[src/design/lahf_pkg.sv]
// Types, constants and saturating helpers for the look-ahead IIR unit.
// No dependencies.
`default_nettype none
package lahf_pkg;

  localparam int unsigned SampleW = 9;
  localparam int unsigned StateW  = 8;
  localparam int unsigned TdataW  = 16;
  localparam int unsigned CfgIdxW = 2;

  localparam logic signed [StateW-1:0] SatHi = 8'sd127;
  localparam logic signed [StateW-1:0] SatLo = -8'sd128;

  // Reset values after the one-bit pre-shift: a = -41, b0 = b1 = 107.
  localparam logic signed [StateW-1:0] AHalfRst = -8'sd21;
  localparam logic signed [StateW-1:0] A2Rst    = 8'sd0;
  localparam logic signed [StateW-1:0] BHalfRst = 8'sd53;

  typedef enum logic [CfgIdxW-1:0] {
    REG_COEF_A  = 2'd0,
    REG_COEF_B0 = 2'd1,
    REG_COEF_B1 = 2'd2
  } reg_idx_e;

  // Coefficients as the datapath uses them.
  typedef struct packed {
    logic signed [StateW-1:0] a_half;
    logic signed [StateW-1:0] a_sq;
    logic signed [StateW-1:0] b0_half;
    logic signed [StateW-1:0] b1_half;
  } coef_t;

  function automatic logic signed [StateW-1:0] sat8(input logic signed [15:0] v);
    logic signed [StateW-1:0] r;
    if (v > 16'sd127) begin
      r = SatHi;
    end else if (v < -16'sd128) begin
      r = SatLo;
    end else begin
      r = v[StateW-1:0];
    end
    return r;
  endfunction

  // sat((p * q) >>> 7)
  function automatic logic signed [StateW-1:0] mul_q7(input logic signed [StateW-1:0] p,
                                                     input logic signed [StateW-1:0] q);
    logic signed [15:0] prod;
    prod = 16'(p) * 16'(q);
    return sat8(prod >>> 7);
  endfunction

  function automatic logic signed [StateW-1:0] add_sat(input logic signed [StateW-1:0] p,
                                                      input logic signed [StateW-1:0] q);
    logic signed [15:0] s;
    s = 16'(p) + 16'(q);
    return sat8(s);
  endfunction

  function automatic logic signed [StateW-1:0] sub_sat(input logic signed [StateW-1:0] p,
                                                      input logic signed [StateW-1:0] q);
    logic signed [15:0] s;
    s = 16'(p) - 16'(q);
    return sat8(s);
  endfunction

endpackage
`default_nettype wire

[src/design/lahf_cfg.sv]
// Coefficient registers of the look-ahead IIR unit; squares a1 at write time.
// Depends on lahf_pkg.
`default_nettype none
module lahf_cfg (
  input  wire logic                          clk_i,
  input  wire logic                          rst_ni,
  input  wire logic                          wr_en_i,
  input  wire logic [lahf_pkg::CfgIdxW-1:0]  wr_idx_i,
  input  wire logic [lahf_pkg::SampleW-1:0]  wr_data_i,
  output lahf_pkg::coef_t                    coef_o
);
  import lahf_pkg::*;

  coef_t coef_q, coef_d;
  logic signed [StateW-1:0] wr_half;
  logic signed [15:0]       wr_sq;

  // arithmetic shift right by one of a 9-bit value
  assign wr_half = wr_data_i[SampleW-1:1];
  assign wr_sq   = 16'(wr_half) * 16'(wr_half);

  always_comb begin
    coef_d = coef_q;
    if (wr_en_i) begin
      unique case (reg_idx_e'(wr_idx_i))
        REG_COEF_A: begin
          coef_d.a_half = wr_half;
          coef_d.a_sq   = sat8(wr_sq >>> 9);
        end
        REG_COEF_B0: coef_d.b0_half = wr_half;
        REG_COEF_B1: coef_d.b1_half = wr_half;
        default: coef_d = coef_q;  // unused index, write dropped
      endcase
    end
  end

  always_ff @(posedge clk_i or negedge rst_ni) begin
    if (!rst_ni) begin
      coef_q.a_half  <= AHalfRst;
      coef_q.a_sq    <= A2Rst;
      coef_q.b0_half <= BHalfRst;
      coef_q.b1_half <= BHalfRst;
    end else begin
      coef_q <= coef_d;
    end
  end

  assign coef_o = coef_q;

endmodule
`default_nettype wire

[src/design/lahf_core.sv]
// Filter state and one-step look-ahead recursion of the IIR unit.
// Depends on lahf_pkg.
`default_nettype none
module lahf_core (
  input  wire logic                         clk_i,
  input  wire logic                         rst_ni,
  input  wire logic                         step_i,
  input  wire logic [lahf_pkg::SampleW-1:0] sample_i,
  input  wire lahf_pkg::coef_t              coef_i,
  output logic [lahf_pkg::SampleW-1:0]      result_o
);
  import lahf_pkg::*;

  logic signed [StateW-1:0] feed_q, diff_q, delay_q, prod_q, sum_q, out_dly_q;
  logic signed [StateW-1:0] feed_d, diff_d, prod_d, sum_d;
  logic signed [StateW-1:0] xs, t0, t1, y;

  assign xs = sample_i[SampleW-1:1];

  assign t0 = mul_q7(coef_i.b0_half, sum_q);
  assign t1 = mul_q7(coef_i.b1_half, out_dly_q);
  assign y  = add_sat(t0, t1);

  assign sum_d  = add_sat(diff_q, prod_q);
  assign prod_d = mul_q7(coef_i.a_sq, delay_q);
  assign diff_d = sub_sat(xs, feed_q);
  assign feed_d = mul_q7(coef_i.a_half, xs);

  // output is the saturated value doubled
  assign result_o = {y, 1'b0};

  always_ff @(posedge clk_i or negedge rst_ni) begin
    if (!rst_ni) begin
      feed_q    <= '0;
      diff_q    <= '0;
      delay_q   <= '0;
      prod_q    <= '0;
      sum_q     <= '0;
      out_dly_q <= '0;
    end else if (step_i) begin
      out_dly_q <= delay_q;
      sum_q     <= sum_d;
      prod_q    <= prod_d;
      delay_q   <= sum_d;
      diff_q    <= diff_d;
      feed_q    <= feed_d;
    end
  end

endmodule
`default_nettype wire

[src/design/lahf_obuf.sv]
// Two-entry output buffer (result register plus skid register).
// Depends on lahf_pkg.
`default_nettype none
module lahf_obuf (
  input  wire logic                         clk_i,
  input  wire logic                         rst_ni,
  input  wire logic                         in_valid_i,
  output logic                              in_ready_o,
  input  wire logic [lahf_pkg::SampleW-1:0] in_data_i,
  output logic                              out_valid_o,
  input  wire logic                         out_ready_i,
  output logic [lahf_pkg::SampleW-1:0]      out_data_o
);
  import lahf_pkg::*;

  logic               out_valid_q, skid_valid_q;
  logic [SampleW-1:0] out_data_q, skid_data_q;
  logic               push, take;

  assign in_ready_o = !skid_valid_q;
  assign push       = in_valid_i && in_ready_o;
  assign take       = out_valid_q && out_ready_i;

  always_ff @(posedge clk_i or negedge rst_ni) begin
    if (!rst_ni) begin
      out_valid_q  <= 1'b0;
      skid_valid_q <= 1'b0;
    end else if (skid_valid_q) begin
      if (take) begin
        skid_valid_q <= 1'b0;
      end
    end else if (push) begin
      if (!out_valid_q || take) begin
        out_valid_q <= 1'b1;
      end else begin
        skid_valid_q <= 1'b1;
      end
    end else if (take) begin
      out_valid_q <= 1'b0;
    end
  end

  // payload: no reset
  always_ff @(posedge clk_i) begin
    if (skid_valid_q) begin
      if (take) begin
        out_data_q <= skid_data_q;
      end
    end else if (push) begin
      if (!out_valid_q || take) begin
        out_data_q <= in_data_i;
      end else begin
        skid_data_q <= in_data_i;
      end
    end
  end

  assign out_valid_o = out_valid_q;
  assign out_data_o  = out_data_q;

endmodule
`default_nettype wire

[src/design/look_ahead_iir_first_order_unit.sv]
// Look-ahead first-order IIR unit: 9-bit samples in, 9-bit filtered samples out.
// The result is registered into the output buffer (result or skid register) as the item is accepted.
// Throughput: one item per cycle while the skid register is free; each recursion step is a saturating multiply-add.
// Output is buffered two deep, so input keeps flowing during an output stall until the skid register fills.
// Reset (async, active low) clears all filter state and output valid and loads
// the default coefficients a1 = -41, b0 = b1 = 107.
`default_nettype none
module look_ahead_iir_first_order_unit (
  input  wire logic                         clk_i,
  input  wire logic                         rst_ni,
  // sample input stream
  input  wire logic                         s_axis_tvalid_i,
  output logic                              s_axis_tready_o,
  input  wire logic [lahf_pkg::TdataW-1:0]  s_axis_tdata_i,  // [8:0] sample_in, [15:9] zero
  // filtered output stream
  output logic                              m_axis_tvalid_o,
  input  wire logic                         m_axis_tready_i,
  output logic [lahf_pkg::TdataW-1:0]       m_axis_tdata_o,  // [8:0] sample_out, [15:9] zero
  // coefficient write channel
  input  wire logic                         cfg_valid_i,
  output logic                              cfg_ready_o,
  input  wire logic [lahf_pkg::CfgIdxW-1:0] cfg_index_i,     // 0: a1, 1: b0, 2: b1
  input  wire logic [lahf_pkg::SampleW-1:0] cfg_data_i
);
  import lahf_pkg::*;

  coef_t              coef;
  logic               in_ready;
  logic               accept;
  logic [SampleW-1:0] result;
  logic [SampleW-1:0] out_data;

  // coefficient writes are always accepted and take effect in the next cycle
  assign cfg_ready_o = 1'b1;

  lahf_cfg u_cfg (
    .clk_i     (clk_i),
    .rst_ni    (rst_ni),
    .wr_en_i   (cfg_valid_i),
    .wr_idx_i  (cfg_index_i),
    .wr_data_i (cfg_data_i),
    .coef_o    (coef)
  );

  // state advances only on an accepted item
  assign accept = s_axis_tvalid_i && in_ready;

  lahf_core u_core (
    .clk_i    (clk_i),
    .rst_ni   (rst_ni),
    .step_i   (accept),
    .sample_i (s_axis_tdata_i[SampleW-1:0]),
    .coef_i   (coef),
    .result_o (result)
  );

  // ready depends only on the skid slot being free
  lahf_obuf u_obuf (
    .clk_i       (clk_i),
    .rst_ni      (rst_ni),
    .in_valid_i  (s_axis_tvalid_i),
    .in_ready_o  (in_ready),
    .in_data_i   (result),
    .out_valid_o (m_axis_tvalid_o),
    .out_ready_i (m_axis_tready_i),
    .out_data_o  (out_data)
  );

  assign s_axis_tready_o = in_ready;
  assign m_axis_tdata_o  = {{(TdataW-SampleW){1'b0}}, out_data};

endmodule
`default_nettype wire

[config.mk]
export PLATFORM = sky130hd
export DESIGN_NAME = look_ahead_iir_first_order_unit
export DESIGN_NICKNAME = d
export VERILOG_FILES = /design/src/design/lahf_pkg.sv /design/src/design/lahf_cfg.sv /design/src/design/lahf_core.sv /design/src/design/lahf_obuf.sv /design/src/design/look_ahead_iir_first_order_unit.sv
export SDC_FILE = /design/constraint.sdc
export NUM_CORES = 1
export LEC_CHECK = 0
export BUFFER_PORTS_ARGS = -buffer_cell sky130_fd_sc_hd__clkbuf_2
export CORE_MARGIN = 5
export CORE_UTILIZATION = 60
export CTS_CLUSTER_DIAMETER = 120
export CTS_CLUSTER_SIZE = 12
export DETAILED_ROUTE_END_ITERATION = 10
export PLACE_DENSITY_LB_ADDON = 0.3
export SLEW_MARGIN = 20
export SYNTH_ARGS = -nofsm -noshare
export SYNTH_HDL_FRONTEND = slang
export SYNTH_HIERARCHICAL = 1
export SYNTH_SLANG_ARGS = --single-unit
[constraint.sdc]
create_clock -name clk_i -period 9.4 [get_ports clk_i]
set_input_delay 0.47 -clock clk_i [delete_from_list [all_inputs] [get_ports clk_i]]
set_output_delay 0.47 -clock clk_i [all_outputs]
set_load 0.005 [all_outputs]
* Word-level counts from Yosys, hierarchy flattened
Index checks and enable logic that the tools add are counted.
Storage, ports and cells: register bits 91, input port bits 32, output and inout bits 19
Cells by class: add/sub/neg operators 3, $mul 5, order comparisons 16, equality and inequality tests 4, muxes and demuxes 27, bitwise logic cells 2, reductions and logical operators 15
Operator list (count):
- two-way mux 8 bit | 16
- multiplier 8 x 8 -> 16 bit | 5
- > comparator 16 x 8 -> 1 bit, second input constant | 3
- < comparator 16 x 8 -> 1 bit, second input constant | 3
- > comparator 9 x 8 -> 1 bit, second input constant | 4
- < comparator 9 x 8 -> 1 bit, second input constant | 4
- two-way mux 9 bit | 4
- adder 8 x 8 -> 9 bit | 2
- AND reduction 3 bit | 3
- subtractor 8 x 8 -> 9 bit | 1
- > comparator 7 x 8 -> 1 bit, second input constant | 1
- < comparator 7 x 8 -> 1 bit, second input constant | 1
- two-way mux 1 bit | 7
- AND reduction 2 bit | 3
- nonzero test 2 bit | 3
- == test 2 x 1 -> 1 bit, second input constant | 1
- == test 2 bit, second input constant | 1
- logical AND 1 bit | 2
- zero test 1 bit | 2
- zero test 2 bit | 1
- != test 2 x 1 -> 1 bit, second input constant | 1
- != test 2 bit, second input constant | 1
- NOT 1 bit | 2
- logical OR 1 bit | 1

* Depth between registers and ports, before layout
word-level depth 11, mapped depth 29, depth with buffers taken out 28

* Modules after synthesis
The synthesis kept the hierarchy.
By module, submodules not included:
- lahf_core | instances 1, cells each 1389, area an instance 12490.7 µm², seq. area each 1001.0 µm²
- lahf_cfg | instances 1, cells each 354, area an instance 3370.7 µm², seq. area each 818.3 µm²
- lahf_obuf | instances 1, cells each 40, area an instance 789.5 µm², seq. area each 590.6 µm²
- look_ahead_iir_first_order_unit | instances 1, cells each 11, area an instance 73.8 µm², seq. area each 0.0 µm²

* Worst setup path after synthesis
OpenSTA, ideal clock, no wires.
path type register to register, start reg u_core.sum_q[2], end reg u_obuf.out_data_q[8], in the netlist u_obuf/out_data_o[8] (data pin), library setup time 0.260 ns, arrival 6.675 ns, required time 9.140 ns, setup slack 2.465 ns, cell stages (with the launch flop) 29, path buffers 1, cell sequence dfrtp_1 -> clkbuf_1 -> nand2_1 -> fa_1 -> inv_1 -> fa_1 -> fa_1 -> inv_1 -> fa_1 -> inv_1 -> ha_1 -> o21a_1 -> or3_1 -> o221a_2 -> a211oi_2 -> nor2_1 -> a21oi_1 -> a21o_1 -> ha_1 -> inv_1 -> fa_1 -> nor2b_1 -> o21ai_0 -> a21boi_0 -> o21a_1 -> o21ai_0 -> a31oi_1 -> inv_1 -> mux2_4
Between the ends: cells in the longest elaborated chain, start to end 11
Ends and longest elaborated chain:
- start, declared | line lahf_core.sv:14 | logic signed [StateW-1:0] feed_q, diff_q, delay_q, prod_q, sum_q, out_dly_q;
- start signal, assigned | line lahf_core.sv:42 | sum_q <= sum_d;
- multiplier 8 x 8 -> 16 bit * | line lahf_pkg.sv:49 | prod = 16'(p) * 16'(q);
- < comparator 9 x 8 -> 1 bit | line lahf_pkg.sv:37 | end else if (v < -16'sd128) begin
- two-way mux 8 bit | line lahf_pkg.sv:37
- two-way mux 8 bit * | line lahf_pkg.sv:35 | if (v > 16'sd127) begin
- adder 8 x 8 -> 9 bit * | line lahf_pkg.sv:56 | s = 16'(p) + 16'(q);
- < comparator 16 x 8 -> 1 bit | line lahf_pkg.sv:37
- two-way mux 8 bit | line lahf_pkg.sv:37
- two-way mux 8 bit * | line lahf_pkg.sv:35
- via result[8] | line look_ahead_iir_first_order_unit.sv:30 | logic [SampleW-1:0] result;
- two-way mux 9 bit * | line lahf_obuf.sv:50 | if (!out_valid_q || take) begin
- two-way mux 9 bit * | line lahf_obuf.sv:49 | end else if (push) begin
- two-way mux 9 bit * | line lahf_obuf.sv:45 | if (skid_valid_q) begin
- end signal, assigned | line lahf_obuf.sv:47 | out_data_q <= skid_data_q;
- end signal, assigned | line lahf_obuf.sv:51 | out_data_q <= in_data_i;
- end, declared | line lahf_obuf.sv:17 | logic [SampleW-1:0] out_data_q, skid_data_q;
Mark *: on every way through the listed nets, which the timed path passes. The rest lies on a longest branch. The select of a mux whose other input is x is not followed. A chain may end at the register's enable or synchronous reset.

* Worst setup path in the final report
start reg u_core.sum_q[7], end reg u_obuf.out_data_q[8], in the netlist u_obuf/out_data_o[8] (data pin)
Same word-level chain as after synthesis.

==> flow_metrics.py <==
metrics = {
    "timing": {
        "hold_ws_ns": 0.0514,
        "fin_tns_setup_ns": 0,
        "finalSetupViolations": 0,
        "finalHoldViolCount": 0,
        "worstMarginPinSlew_ns": 0.930,
        "finClkSkew_ns": 0.0137,
        "setup_slack_ns": 1.44,
        "fin_crit_sh": 0.847,
        "slew_headroom": 0.375,
        "min_period_ns": 7.96,
        "final-max-slew-violation-count": 0,
        "rsz0062_at_grt": "no",
        "clock.fmax_ghz": 0.126,
    },
    "logic_synthesis": {
        "synthCells": 1794,
        "ys_ff_latch": 92,
        "ys_async_sr_fraction": 0.804,
        "synth_flop_cell": "dfrtp_1",
        "syn_area_mm2": 0.0167,
        "ys_seq_area_frac": 0.144,
        "yosys_warnings": 6,
        "synth_edf_count": 18,
        "yosysUniqueCellTypes": 88,
        "syn_avg_cell_area_um2": 9.32,
    },
    "clock_network": {
        "insertion_delay_ns": 0.36,
        "postCtsSetupBuffers": 0,
        "hold_buffers": 0,
        "clock-sinks": 92,
        "clock-root-buffer": "clkbuf_16",
        "cts_resized": 0,
        "cts_buffers": 9,
        "htree_levels": 3,
        "clockBufferDepth": 2,
        "path_clk_slew_ns": 0.08,
        "cts_tree": "done",
    },
    "detailed_routing": {
        "drt_iter0_drc": 438,
        "ant_nets": 0,
        "drt_wl_total_mm": 33.2,
        "dr.pass1.iters": 4,
        "via_count": 11783,
        "wl_per_cell_um": 15.2,
        "routed_via_density": 5.39,
        "drc": 0,
    },
    "finish": {
        "antenna_cells": 0,
        "layout-drive-gt1-share": 0.0713,
        "area_delta_synth_final_pct": 4.71,
        "fill_cells": 2347,
        "fin_nets": 2251,
        "final_cell_area_mm2": 0.0175,
    },
    "status": {
        "status": "finished, final reports clean",
    },
    "critical_path": {
        "critPathSlowestCell": "dfrtp_1",
        "cpLargestDelayFamily": "adder cells",
        "cp_slowest_stage_delay_ns": 0.78,
        "cp.required_ns": 9.50,
        "timing.rr.start": "u_core/sum_q[7]",
        "crit_path_start_kind": "flop",
        "r2r_cells": 27,
        "crit_fanout": 13,
        "crit_path_end_kind": "flop",
        "arrival_ns": 8.06,
        "worstSetupPathType": "flop to flop",
        "crit_path_start": "u_core/sum_q[7]",
        "worst-r2r-setup-slack_ns": 1.44,
        "r2r-end": "u_obuf/out_data_o[8]",
        "path_buf_inv": 5,
    },
    "floorplanning": {
        "core-area_mm2": 0.0276,
        "ios": 51,
        "initial_utilization": 0.605,
        "rows": 61,
        "die_h_um": 177,
        "die_x_um": 177,
        "die_area_mm2": 0.0313,
    },
    "grt": {
        "gr-total-overflow": 0,
        "grt_pass1_vias": 12910,
        "antenna_found_initial": 1,
        "grt_max_degree": 75,
        "grt_pass1_wl_mm": 59.3,
        "grtUsageTotal": 0.229,
    },
    "placement": {
        "dpl_cell_area_mm2": 0.0172,
        "place_congestion": 0.828,
        "portBuffers": 33,
        "hpwlAfterDp_mm": 27.0,
        "place_worst_setup_slack_ns": 1.49,
    },
    "flow_run": {
        "maxCapViolCount": 0,
    },
    "hold_path": {
        "hp-class": "input port to async pin",
    },
}
[synthesized netlist by cell type, types with 5 or more instances]
master | number | area share
inv_1 | 368 | 0.083
fa_1 | 254 | 0.30
and2_1 | 166 | 0.062
ha_1 | 162 | 0.12
nand2_1 | 143 | 0.032
nor2_1 | 66 | 0.015
xnor2_1 | 65 | 0.034
dfrtp_1 | 60 | 0.090
a21oi_1 | 46 | 0.014
clkbuf_1 | 30 | 0.0067
a21o_1 | 28 | 0.013
o21ai_0 | 26 | 0.0078
nand2b_1 | 24 | 0.0090
mux2_2 | 22 | 0.015
nor2b_1 | 21 | 0.0079
nor3_1 | 21 | 0.0063
a31oi_1 | 18 | 0.0067
edfxtp_1 | 18 | 0.032
nand3_1 | 18 | 0.0054
and3_1 | 17 | 0.0064
dfstp_2 | 14 | 0.022
xor2_1 | 14 | 0.0073
a211oi_1 | 11 | 0.0049
o21a_1 | 11 | 0.0049
buf_4 | 9 | 0.0040
nand4_1 | 9 | 0.0034
o211ai_1 | 9 | 0.0040
o31ai_1 | 9 | 0.0040
or3_1 | 9 | 0.0034
maj3_1 | 7 | 0.0042
mux2_4 | 7 | 0.0063
o21bai_1 | 6 | 0.0027
a211o_1 | 5 | 0.0026
nand3b_1 | 5 | 0.0022
o2bb2ai_1 | 5 | 0.0026
[sequential cells by signal (all words and copies together), names as in the netlist]
name and count:
u_cfg/coef_o 32, u_obuf/out_data_o 9, u_obuf/skid_data_q 9, u_core/diff_q 8, u_core/feed_q 8, u_core/out_dly_q 8, u_core/prod_q 8, u_core/sum_q 8
u_obuf/out_valid_o 1, u_obuf/skid_valid_q 1
[worst max path at each step]
stage / cells past startpoint / end
6_report: 27 / u_obuf/out_data_o[8]
3_3_place_gp: 27 / u_obuf/out_data_o[8]
5_1_grt: 27 / u_obuf/out_data_o[8]
4_1_cts: 27 / u_obuf/out_data_o[8]
3_5_place_dp: 27 / u_obuf/out_data_o[8]
2_1_floorplan: 28 / u_obuf/out_data_o[8]
[layer usage]
| layer | track usage | vias up | routed length (um) |
|---|---|---|---|
| met5 | 0 | - | 0 |
| met4 | 0.0587 | 0 | 733 |
| met3 | 0.0218 | 47 | 744 |
| met2 | 0.429 | 154 | 17700 |
| met1 | 0.283 | 5870 | 14000 |
| li1 | - | 5712 | - |
[layout make-up]
type	count	area (um^2)	area share
timing repair buffer	36	203	0.0116
inverter	368	1380	0.0789
multi-input combinational	1296	12700	0.728
clock buffer	9	225	0.0129
clock inverter	7	75.1	0.00429
tap	378	473	0.0270
sequential	92	2410	0.138
[logic make-up after synthesis]
logic type / count (synthesis) / share of synthesized area
AO/OA/AOI/OAI: 227 / 0.0983
adder cells (fa/ha/maj): 423 / 0.429
flip-flops: 92 / 0.144
other: 3 / 0.000673
AND/OR/NAND/NOR: 523 / 0.164
multiplexers: 32 / 0.0229
buffers and inverters: 412 / 0.0955
XOR/XNOR: 82 / 0.0447
[stage by stage]
| step | std cells | utilization |
|---|---|---|
| 2_1_floorplan | 1800 | - |
| 3_3_place_gp | 2169 | 0.622 |
| 3_5_place_dp | 2169 | 0.622 |
| 4_1_cts | 2185 | 0.633 |
| 5_1_grt | 2186 | 0.634 |
| 6_report | 2186 | 0.634 |
[worst register-to-register path: stages, from the launching register on]
cell and delay [ns]:
dfrtp_1 0.78, inv_1 0.37, nor2_1 0.21, fa_1 0.44, fa_1 0.46, fa_1 0.48
inv_1 0.05, fa_1 0.47, inv_1 0.04, ha_1 0.31, o21a_1 0.20, or3_1 0.31
o221a_2 0.16, a211oi_2 0.28, nor2_1 0.08, a21oi_1 0.45, a21o_1 0.19, ha_1 0.16
inv_1 0.06, fa_1 0.46, nor2b_1 0.12, o21ai_0 0.11, a21boi_0 0.25, o21a_1 0.16
o21ai_0 0.08, a31oi_1 0.61, inv_1 0.13, mux2_4 0.29
[cells in the final DEF (no fill, tap or decap), types with 11 or more instances in the layout]
cell type	netlist	routed
nor3_1	21	20
o21ai_0	26	26
nand2b_1	24	24
and2_1	166	165
mux2_2	22	22
a31oi_1	18	18
a211oi_1	11	11
nor2b_1	21	21
o21a_1	11	11
dfrtp_1	60	60
a21oi_1	46	46
inv_1	368	368
nand3_1	18	18
xor2_1	14	14
nand2_1	143	143
and3_1	17	17
edfxtp_1	18	18
a21o_1	28	28
fa_1	254	254
clkbuf_2	0	32
nor2_1	66	66
dfstp_2	14	14
xnor2_1	65	65
ha_1	162	162
Power is left out: the tool's default activity adds up to more than one toggle a clock period on the data nets, which glitch-free logic cannot reach.
